File: src/sv/tkst_pkg.sv
package tkst_pkg;

  // Table size and the widths that follow from it.
  localparam int TABLE_DEPTH = 10;
  localparam int CNT_W       = $clog2(TABLE_DEPTH + 1);
  localparam int RANK_W      = (TABLE_DEPTH > 1) ? $clog2(TABLE_DEPTH) : 1;

  // Fixed field widths of the stream items.
  localparam int SCORE_W    = 32;
  localparam int TAG_W      = 16;
  localparam int IDX_W      = 4;
  localparam int OUT_RANK_W = 4;
  localparam int OUT_CNT_W  = 4;
  localparam int S_DATA_W   = 56;
  localparam int M_DATA_W   = 64;

  // Operation codes carried in the input tuser bit.
  localparam logic FUNC_INSERT = 1'b0;
  localparam logic FUNC_READ   = 1'b1;

  typedef logic signed [SCORE_W-1:0] score_t;
  typedef logic [TAG_W-1:0]          tag_t;

  // One input item as held in the input register.
  typedef struct packed {
    logic             func;
    score_t           new_score;
    tag_t             player_tag;
    logic [IDX_W-1:0] entry_index;
  } item_t;

  // One result item as computed by the table.
  typedef struct packed {
    logic                  accepted;
    logic [OUT_RANK_W-1:0] placed_rank;
    logic [OUT_CNT_W-1:0]  entry_count;
    logic                  read_valid;
    score_t                read_score;
    tag_t                  read_tag;
  } result_t;

endpackage

File: src/sv/tkst_table.sv
module tkst_table (
  input  logic              clk,
  input  logic              rst,
  input  logic              advance,
  input  tkst_pkg::item_t   item,
  output tkst_pkg::result_t result
);
  import tkst_pkg::*;

  score_t           score_store [TABLE_DEPTH];
  tag_t             tag_store   [TABLE_DEPTH];
  logic [CNT_W-1:0] valid_count;
  logic [CNT_W-1:0] valid_count_next;

  logic [TABLE_DEPTH-1:0] ge;
  logic [TABLE_DEPTH-1:0] ins;
  logic                   room;
  logic                   take;
  logic [RANK_W-1:0]      pos;
  logic [31:0]            pos_wide;
  logic [31:0]            cnt_wide;
  score_t                 sel_score;
  tag_t                   sel_tag;
  logic                   idx_ok;

  // Compare the new score against every stored entry in parallel.
  // Valid entries are sorted, so ge is a run of ones from slot zero.
  always_comb begin
    for (int i = 0; i < TABLE_DEPTH; i++) begin
      ge[i] = (32'(i) < 32'(valid_count)) && (score_store[i] >= item.new_score);
    end
  end

  // The insert slot is the first slot past the run of ones.
  always_comb begin
    for (int i = 0; i < TABLE_DEPTH; i++) begin
      if (i == 0) begin
        ins[i] = !ge[i];
      end else begin
        ins[i] = !ge[i] && ge[i-1];
      end
    end
  end

  always_comb begin
    pos = '0;
    for (int i = 0; i < TABLE_DEPTH; i++) begin
      if (ins[i]) begin
        pos = pos | RANK_W'(i);
      end
    end
  end

  // A full table only takes a score strictly above its last entry.
  assign room = 32'(valid_count) < 32'(TABLE_DEPTH);
  assign take = (item.func == FUNC_INSERT) &&
                (room || (item.new_score > score_store[TABLE_DEPTH-1]));

  always_comb begin
    valid_count_next = valid_count;
    if (take && room) begin
      valid_count_next = valid_count + CNT_W'(1);
    end
  end

  // Read selection at the requested index.
  assign idx_ok = (item.func == FUNC_READ) && (32'(item.entry_index) < 32'(valid_count));

  always_comb begin
    sel_score = '0;
    sel_tag   = '0;
    for (int i = 0; i < TABLE_DEPTH; i++) begin
      if (32'(item.entry_index) == 32'(i)) begin
        sel_score = score_store[i];
        sel_tag   = tag_store[i];
      end
    end
  end

  // Result fields; rank and count are cut to their port width.
  assign pos_wide = 32'(pos);
  assign cnt_wide = 32'(valid_count_next);

  always_comb begin
    result             = '0;
    result.accepted    = take;
    result.placed_rank = take ? pos_wide[OUT_RANK_W-1:0] : '0;
    result.entry_count = cnt_wide[OUT_CNT_W-1:0];
    result.read_valid  = idx_ok;
    result.read_score  = idx_ok ? sel_score : '0;
    result.read_tag    = idx_ok ? sel_tag : '0;
  end

  // Entry update: slots above the insert point hold, the insert slot
  // takes the new entry, and slots below it shift down by one.
  always_ff @(posedge clk) begin
    if (advance && take) begin
      for (int i = 0; i < TABLE_DEPTH; i++) begin
        if (ins[i]) begin
          score_store[i] <= item.new_score;
          tag_store[i]   <= item.player_tag;
        end else if (!ge[i] && (i > 0)) begin
          score_store[i] <= score_store[(i > 0) ? i - 1 : 0];
          tag_store[i]   <= tag_store[(i > 0) ? i - 1 : 0];
        end
      end
    end
  end

  // Entry count.
  always_ff @(posedge clk) begin
    if (rst) begin
      valid_count <= '0;
    end else if (advance) begin
      valid_count <= valid_count_next;
    end
  end

endmodule

File: src/sv/top_k_sorted_score_table.sv
// Top-k sorted score table with stream input and output.
// Pipeline: an accepted input transaction is held in the input register, and its result
// goes to the result register, which drives m_tdata; m_tready low stalls both stages.
// Throughput: one transaction per cycle while the output is not stalled; the parallel
// compare and shift of the entry registers is combinational after the input register.
// Reset: rst is synchronous and active high; it empties the table and both stages.
module top_k_sorted_score_table (
  input  logic                          clk,
  input  logic                          rst,
  input  logic                          s_tvalid,
  output logic                          s_tready,
  // s_tdata from bit 0: new_score[31:0], player_tag[47:32], entry_index[51:48], zeros.
  input  logic [tkst_pkg::S_DATA_W-1:0] s_tdata,
  // s_tuser: func.
  input  logic                          s_tuser,
  output logic                          m_tvalid,
  input  logic                          m_tready,
  // m_tdata from bit 0: accepted[0], placed_rank[4:1], entry_count[8:5],
  // read_valid[9], read_score[41:10], read_tag[57:42], zeros.
  output logic [tkst_pkg::M_DATA_W-1:0] m_tdata
);
  import tkst_pkg::*;

  item_t   item;
  logic    item_valid;
  result_t result;
  result_t result_q;
  logic    out_free;
  logic    advance;

  assign out_free = !m_tvalid || m_tready;
  assign advance  = item_valid && out_free;
  assign s_tready = !item_valid || out_free;

  // Input register stage.
  always_ff @(posedge clk) begin
    if (rst) begin
      item_valid <= 1'b0;
    end else if (s_tready) begin
      item_valid <= s_tvalid;
    end
  end

  always_ff @(posedge clk) begin
    if (s_tready && s_tvalid) begin
      item.func        <= s_tuser;
      item.new_score   <= s_tdata[31:0];
      item.player_tag  <= s_tdata[47:32];
      item.entry_index <= s_tdata[51:48];
    end
  end

  // Table compare and update.
  tkst_table u_table (
    .clk     (clk),
    .rst     (rst),
    .advance (advance),
    .item    (item),
    .result  (result)
  );

  // Result register stage.
  always_ff @(posedge clk) begin
    if (rst) begin
      m_tvalid <= 1'b0;
    end else if (out_free) begin
      m_tvalid <= item_valid;
    end
  end

  always_ff @(posedge clk) begin
    if (advance) begin
      result_q <= result;
    end
  end

  assign m_tdata = {6'b0, result_q.read_tag, result_q.read_score, result_q.read_valid,
                    result_q.entry_count, result_q.placed_rank, result_q.accepted};

endmodule
File: config.mk
export PLATFORM = sky130hd
export DESIGN_NAME = top_k_sorted_score_table
export DESIGN_NICKNAME = d
export VERILOG_FILES = /design/src/sv/tkst_pkg.sv /design/src/sv/tkst_table.sv /design/src/sv/top_k_sorted_score_table.sv
export SDC_FILE = /design/constraint.sdc
export NUM_CORES = 1
export LEC_CHECK = 0
export BUFFER_PORTS_ARGS = -buffer_cell sky130_fd_sc_hd__buf_2
export CORE_MARGIN = 1
export CORE_UTILIZATION = 55
export DETAILED_ROUTE_END_ITERATION = 7
export GPL_TIMING_DRIVEN = 1
export PLACE_DENSITY = 0.72
export SYNTH_ARGS = -nofsm -noshare
export SYNTH_HDL_FRONTEND = slang
export SYNTH_SLANG_ARGS = --single-unit
File: constraint.sdc
create_clock -name clk -period 6.85 [get_ports clk]
set_input_delay 0.685 -clock clk [delete_from_list [all_inputs] [get_ports clk]]
set_output_delay 0.685 -clock clk [all_outputs]
set_load 0.03 [all_outputs]
* Word level (Yosys, flattened, before mapping)
Memories as Yosys holds them, arrays and structs flattened.
Cells that the tools add are included.
W data, S select, Z words.
** Storage, ports and cells
- Flip-flop bits (word level) :: 117
- Bits in writable memories :: 480
- Input port bits :: 61
- Output and inout port bits :: 66
- Logic and storage cells :: 221
- Memories :: 2
** Operators by class
- Add/sub/neg operators :: 1
- Magnitude comparators :: 23
- Eq/ne operators :: 9
- Mux-type cells :: 114
- Bitwise operators :: 19
- Reductions and logical operators :: 40
** Memories
- u_table.score_store :: words 10, width 32, read ports 10, clocked after Yosys merged registers in 0, write ports 10, RTL line tkst_table.sv:10 : score_t score_store [TABLE_DEPTH];
- u_table.tag_store :: words 10, width 16, read ports 10, clocked after Yosys merged registers in 0, write ports 10, RTL line tkst_table.sv:11 : tag_t tag_store [TABLE_DEPTH];
** Operators by type and width (count)
- $mux W32 :: 19
- $ge A32 B32 Y1 :: 10
- $mux W16 :: 19
- $mux W1 :: 67
- $gt A32 B32 Y1 :: 1
- $logic_and A1 B1 Y1 :: 25
- $or A1 B1 Y1 :: 18
- $eq A4 B3 Y1 const B :: 4
- $lt A3 B4 Y1 const A :: 4
- $mux W3 :: 4
- $mux W4 :: 3
- $logic_not A1 Y1 :: 11
- $eq A4 B2 Y1 const B :: 2
- $eq A4 B4 Y1 const B :: 2
- $lt A1 B4 Y1 const A :: 2
- $lt A2 B4 Y1 const A :: 2
- $lt A4 B4 Y1 const A :: 2
- $add A4 B1 Y4 const B :: 1
- $eq A4 B1 Y1 const B :: 1
- $logic_not A4 Y1 :: 1
- $lt A4 B4 Y1 :: 1
- $lt A4 B4 Y1 const B :: 1
- $mux W2 :: 2
- $logic_or A1 B1 Y1 :: 3
- $not A1 Y1 :: 1

* Longest topological paths before layout
Gate-level depths: netlist of run 1.
An unclocked memory read counts as a cell.
- Word-level depth :: 14
- Mapped depth :: 13
- Gate-level depth less buffers :: 10

* By module
A second synthesis of run 1 with hierarchy kept.
** Second synthesis, totals
- Cell total of the unflattened synthesis :: 2477
- Area total of the unflattened synthesis :: 33641.0 um2
** By module, submodules not included
- tkst_table :: instances 1, cells an instance 2349, area an instance 30155.2 um2, seq. area each 14493.9 um2
- top_k_sorted_score_table :: instances 1, cells an instance 128, area an instance 3485.8 um2, seq. area each 3373.2 um2

* Least setup slack after synthesis of run 1
Ideal clock, no wire load.
- Path type :: in2reg
- From :: input m_tready
- To :: memory u_table.score_store[3][32] (netlist bit), enable pin
- Setup time :: 459 ps
- Arrival time :: 4928 ps
- Required time :: 6391 ps
- Setup slack :: 1463 ps
- Stages on the path :: 7
- Buffers on the path :: 0
- Cell sequence :: nor2b_1 nand2b_1 inv_2 nand2_2 a211oi_1 o21ai_1 nor2b_1
** RTL lines
- start: declaration :: RTL line top_k_sorted_score_table.sv:17 : input logic m_tready,
- end: declaration :: RTL line tkst_table.sv:10

==> impl_metrics.tcl, run 1 <==
set metrics [dict create \
    die_x_um 251.1 \
    synthDistinctLibCells 78 \
    rsz0062_at_grt "no" \
    hpwl_um 66820 \
    syn_inst 2642 \
    die_y_um 251.1 \
    synth_top_cell_area_share 0.5199 \
    fp-row-count 90 \
    antennaDiodeCount 0 \
    grt_usage 0.3158 \
    grt_pass1_vias 24020 \
    clockBufferDepth 3 \
    hp-class "input pin to flip-flop" \
    via_per_inst 6.661 \
    synthTopCellsByArea "edfxtp_1, ha_1, mux2_2" \
    synth_flop_cell "edfxtp_1" \
    status "complete, no violations" \
    fin_crit_sh 0.8061 \
    setup_tns_ps 0 \
    switchingPower_mw 2.223 \
    dp_cells 3445 \
    post-route-util 0.6192 \
    synthArstFlopShare 0 \
    antenna_found_initial 0 \
    drv_cap 0 \
    detail-route-antenna-nets 0 \
    power_switching_share 0.2552 \
    cp_data_required_time_ps 7210 \
    wire_per_inst_um 27.74 \
    fillers 4722 \
    critPathKind "flip-flop to flip-flop" \
    first_iter_violations 1999 \
    timing.critical_path.to_type "flip-flop" \
    worstPathMaxFanout 27 \
    dieArea_um2 63070 \
    root_buffer "clkbuf_16" \
    yosys_warnings 0 \
    hold_viol 0 \
    cts_tree "built" \
    grt_pass1_wl_um 148900 \
    cts_max_level 3 \
    vias 23770 \
    cts_hold_buf 0 \
    drt-total-wl_um 98990 \
    fmax_mhz 181.1 \
    synth.avg_cell_area_um2 12.92 \
    cts-buffers-inserted 68 \
    p_per_area_nw_per_um2 231.4 \
    nNetsFinal 3119 \
    post-cts-setup-buffer-count 0 \
    worst_slew_pin_slew_ps 1307 \
    period_minus_slack_ps 5522 \
    seqPwrFrac 0.493 \
    boundaryPins 127 \
    synth_top_area_cell "edfxtp_1" \
    synth_area_um2 34140 \
    finClkSkew_ps 28.86 \
    placed_cell_area_um2 35600 \
    areaGrowthSynthToFinish_pct 10.29 \
    pre_cts_slack_ps 1503 \
    leakage_nw 14.01 \
    fin_area_um2 37650 \
    startpoint_type "flip-flop" \
    drv_slew 0 \
    cts_sinks 597 \
    pwr-share-clk 0.395 \
    slew_headroom 0.1239 \
    firstDrtPassIters 6 \
    clk_latency_ps 630 \
    place.gp.congestion 0.9710 \
    crit_arrival_ps 5880 \
    route.detailed.drc 0 \
    path_clk_slew_ps 60 \
    ir_drop_mv 0.1851 \
    seq_area_frac_synth 0.5234 \
    ys_seq_elements 597 \
    p_int_mw 6.489 \
    setup_ws_ps 1328 \
    post_cts_resized 0 \
    globalRouteOverflowTotal 0 \
    setup_viol 0 \
    start_util 0.5614 \
    p_comb_frac 0.112 \
    grt_max_degree 69 \
    coreArea_um2 60810 \
    synth_edf_count 591 \
    drive_gt1_frac 0.2358 \
    final-instance-count-excl-fill 3568 \
    io_buffer_count 116 \
]
## registers in the layout (all words and copies together), names as in the netlist
register             count
u_table.score_store    320
m_tdata                 58
u_table.tag_store      160
item                    53
m_tvalid                 1
item_valid               1
u_table.valid_count      4
## cell usage after synthesis, types with 12 or more instances
master and instances:
o211ai_1 13, ha_1 325, nand3_1 65, inv_1 95, o21ai_0 124, mux2_1 65
a21oi_1 153, nor2b_1 17, edfxtp_1 591, mux2_2 339, mux2i_1 12, buf_4 23
a31oi_1 16, clkbuf_1 93, buf_2 24, mux2_4 19, nand4_1 106, nor2_1 46
nand2_1 146, nor3_1 15, a21o_1 42, a211oi_1 15, a22oi_1 156
## per-layer routing
metal	GRT usage	up-vias	wire length, um
li1	-	10580	-
met1	0.4202	11920	40630
met2	0.5192	1040	47140
met3	0.04701	229	7251
met4	0.1289	0	3971
met5	0	-	0
## layout by cell type (no fill, tap or decap), types with 16 or more instances in the layout
cell type and count:
edfxtp_1 591, mux2_2 339, ha_1 325, a22oi_1 156, a21oi_1 153, nand2_1 146
o21ai_0 124, buf_2 116, nand4_1 106, inv_1 94, clkbuf_16 70, mux2_1 65
nand3_1 64, buf_4 47, a21o_1 42, nor2_1 38, clkinv_1 19, mux2_4 19
a31oi_1 16
## layout make-up
type / count / area [um^2] / share of cell area
Timing Repair Buffer: 166 / 993.5 / 0.02639
Sequential cell: 597 / 17870 / 0.4746
Clock buffer: 83 / 1800 / 0.04782
Multi-Input combinational cell: 1802 / 15390 / 0.4088
Inverter: 98 / 369.1 / 0.009804
Clock inverter: 40 / 250.2 / 0.006646
Tap cell: 782 / 978.4 / 0.02599
## cells by family after synthesis
group                      after synthesis  synth area share
AOI/OAI and AO/OA                      583            0.1123
DFF                                    597            0.5234
xor gates and xnor gates                 6          0.001539
buffers and inverters                  248           0.03200
other                                    1         0.0001098
muxes                                  435            0.1451
adders and majority gates              325            0.1191
and+or+nand+nor                        447           0.06645
## power by group through the flow
stage | combinational, mW | sequential, mW | clock [mW]
after floorplan | 0.652 | 4.34 | 0
after global placement | 0.930 | 4.36 | 0
after detailed placement | 0.960 | 4.37 | 0
after CTS | 0.965 | 4.29 | 3.47
after global routing | 1.06 | 4.31 | 3.60
final | 0.973 | 4.30 | 3.44
## metrics by stage
step / hold WS (ps) / power [mW]
after floorplan: 455.0 / 4.993
after global placement: 480.9 / 5.292
after detailed placement: 498.1 / 5.329
after CTS: 206.4 / 8.733
after global routing: 220.9 / 8.966
final: 233.0 / 8.711
## worst max-delay path, cell delays in order, from the launching register on
cell and delay (ps):
edfxtp_1 610, inv_1 330, ha_1 460, nand4_1 300
or3_1 560, a21oi_1 170, nor4b_1 80, xnor2_1 190
o2bb2ai_1 640, a2111o_2 970, buf_4 530, mux2_2 390
## path summary, 6_finish.rpt
check                                                          from                                   end  slack, ps  cells after the start
worst max-delay path                             item[51]$_DFFE_PP_  u_table.score_store[2][37]$_DFFE_PP_       1330                     11
worst min-delay path                                    s_tdata[39]                    item[11]$_DFFE_PP_        230                      1
worst max register to register                   item[51]$_DFFE_PP_  u_table.score_store[2][37]$_DFFE_PP_       1330                     11
worst min register to register  u_table.valid_count[1]$_SDFFE_PP0P_   u_table.valid_count[1]$_SDFFE_PP0P_        510                      2
Note: power is estimated with default switching activity, not from simulation.
==> run 2: changes to the inputs <==
clock period = 5.6 ns   (was 6.85 ns; I/O delays follow)
==> run 2 against run 1 <==
Net effect: register-to-register slack got worse by 690 ps; flip-flop and latch count did not move; global-route usage rose by 0.50 points; die area did not move; total power rose by 24%.
==> impl_metrics.tcl, run 2 (same netlist as run 1, synthesis figures left out) <==
set metrics [dict create \
    first_iter_violations 2318 \
    post-cts-setup-buffer-count 0 \
    clk_latency_ps 620 \
    mostFrequentLayoutCells "edfxtp_1, mux2_2, ha_1" \
    cts_sinks 597 \
    cp_data_required_time_ps 5960 \
    status "complete, no violations" \
    cts-buffers-inserted 68 \
    boundaryPins 127 \
    coreArea_um2 60810 \
    start_util 0.5614 \
    whs_ps 113.2 \
    crit_arrival_ps 5320 \
    path_clk_slew_ps 60 \
    io_buffer_count 116 \
    place.gp.congestion 0.9828 \
    vias 23870 \
    final_common_cell "edfxtp_1" \
    grt_usage 0.3209 \
    rsz0062_at_grt "no" \
    grt_pass1_vias 24010 \
    hp-class "input pin to flip-flop" \
    hold_depth 1 \
    cts_hold_buf 0 \
    globalRouteOverflowTotal 0 \
    fin_crit_sh 0.8862 \
    wire_per_inst_um 28.21 \
    regMostFlops "u_table.score_store" \
    worst_slew_pin_slew_ps 1278 \
    firstDrtPassIters 6 \
    drive_gt1_frac 0.2412 \
    regArea_um2 17870 \
    antennaDiodeCount 0 \
    rrSetupSlack_ps 640 \
    period_minus_slack_ps 4963 \
    fillers 4607 \
    nNetsFinal 3134 \
    final-instance-count-excl-fill 3580 \
    timing.critical_path.to_type "flip-flop" \
    grt_pass1_wl_um 150200 \
    via_per_inst 6.666 \
    route.detailed.drc 0 \
    hpwl_um 67310 \
    areaGrowthSynthToFinish_pct 11.09 \
    multi_input_area_um2 15390 \
    drv_slew 0 \
    drv_cap 0 \
    grt_max_degree 74 \
    hold_viol 0 \
    startpoint_type "flip-flop" \
    die_y_um 251.1 \
    setup_viol 0 \
    ir_drop_mv 0.2727 \
    antenna_found_initial 0 \
    critPathKind "flip-flop to flip-flop" \
    post_cts_resized 0 \
    slew_headroom 0.1430 \
    fmax_mhz 201.5 \
    p_per_area_nw_per_um2 284.3 \
    r2r_cells 10 \
    min_from "s_tdata[26]" \
    holdPathEnd "item[46]$_DFFE_PP_" \
    die_x_um 251.1 \
    post-route-util 0.6236 \
    r2r_start "item[35]$_DFFE_PP_" \
    worstPathMaxFanout 15 \
    cts_max_level 3 \
    dieArea_um2 63070 \
    clockBufferDepth 3 \
    fp-row-count 90 \
    detail-route-antenna-nets 0 \
    leakage_nw 14.14 \
    cts_tree "built" \
    drt-total-wl_um 101000 \
    timing.rr.end "u_table.tag_store[2][19]$_DFFE_PP_" \
    root_buffer "clkbuf_16" \
    largest_reg_flops 320 \
    dp_cells 3460 \
    setup_tns_ps 0 \
    finClkSkew_ps 20.89 \
]
==> run 2: cell count changes in the layout (fill, tap and decap cells not counted), moves of 2 or more <==
| cell | delta |
|---|---|
| buf_4 | +9 |
| buf_12 | +6 |
| clkinv_1 | -5 |
| clkinv_8 | +4 |
| bufinv_16 | +3 |
| inv_6 | -3 |
| clkbuf_16 | -2 |
| clkinv_2 | -2 |
==> run 2: how the worst max path moves through the flow <==
| stage | from | end | slack (ps) | cells past startpoint |
|---|---|---|---|---|
| final | item[35]$_DFFE_PP_ | u_table.tag_store[2][19]$_DFFE_PP_ | 640 | 10 |
| after global routing | item[42]$_DFFE_PP_ | u_table.score_store[4][21]$_DFFE_PP_ | 620 | 10 |
| after CTS | item[42]$_DFFE_PP_ | u_table.score_store[4][21]$_DFFE_PP_ | 730 | 10 |
| after detailed placement | item[42]$_DFFE_PP_ | u_table.score_store[3][44]$_DFFE_PP_ | 780 | 10 |
| after global placement | item[42]$_DFFE_PP_ | u_table.score_store[3][54]$_DFFE_PP_ | 830 | 10 |
| after floorplan | m_tready | u_table.score_store[3][32]$_DFFE_PP_ | 340 | 7 |
==> run 2: stage by stage <==
stage / area, um^2 / total power, mW / worst slack [ps]
2_1_floorplan: 34160 / 6.107 / 337.8
3_3_place_gp: 35790 / 6.489 / 825.8
4_1_cts: 37920 / 10.81 / 733.0
6_report: 37920 / 10.78 / 637.1
5_1_grt: 37920 / 11.10 / 615.3
3_5_place_dp: 35790 / 6.532 / 783.4
==> run 2: worst max-delay path, stage by stage (launching register included) <==
cell	delay, ps
edfxtp_1	720
inv_1	390
ha_1	410
nand4_1	280
a211oi_1	630
or4_1	260
o211ai_1	130
a21oi_1	450
a2111o_2	580
buf_4	440
mux2_2	380
==> run 2: area by class of cell <==
cell class	instances	area share
sequential	597	0.4711
multi-input combinational	1802	0.4059
inverter	98	0.009733
clock inverter	39	0.009898
timing repair buffer	181	0.03115
tap	782	0.02580
clock buffer	81	0.04642
==> run 2: report_power, final <==
group	switching (mW)	leakage [nW]	internal [mW]
Clock	1.86	1.03	2.46
Combinational	0.723	7.59	0.486
Sequential	0.140	5.51	5.11
==> run 2: metal layers <==
layer / global-route usage / up-vias / wire, um / share of wire
met2: 0.5339 / 1112 / 48840 / 0.48
li1: - / 10620 / - / -
met3: 0.04628 / 215 / 7585 / 0.075
met4: 0.1235 / 0 / 3787 / 0.037
met5: 0 / - / 0 / 0
met1: 0.4253 / 11920 / 40780 / 0.40
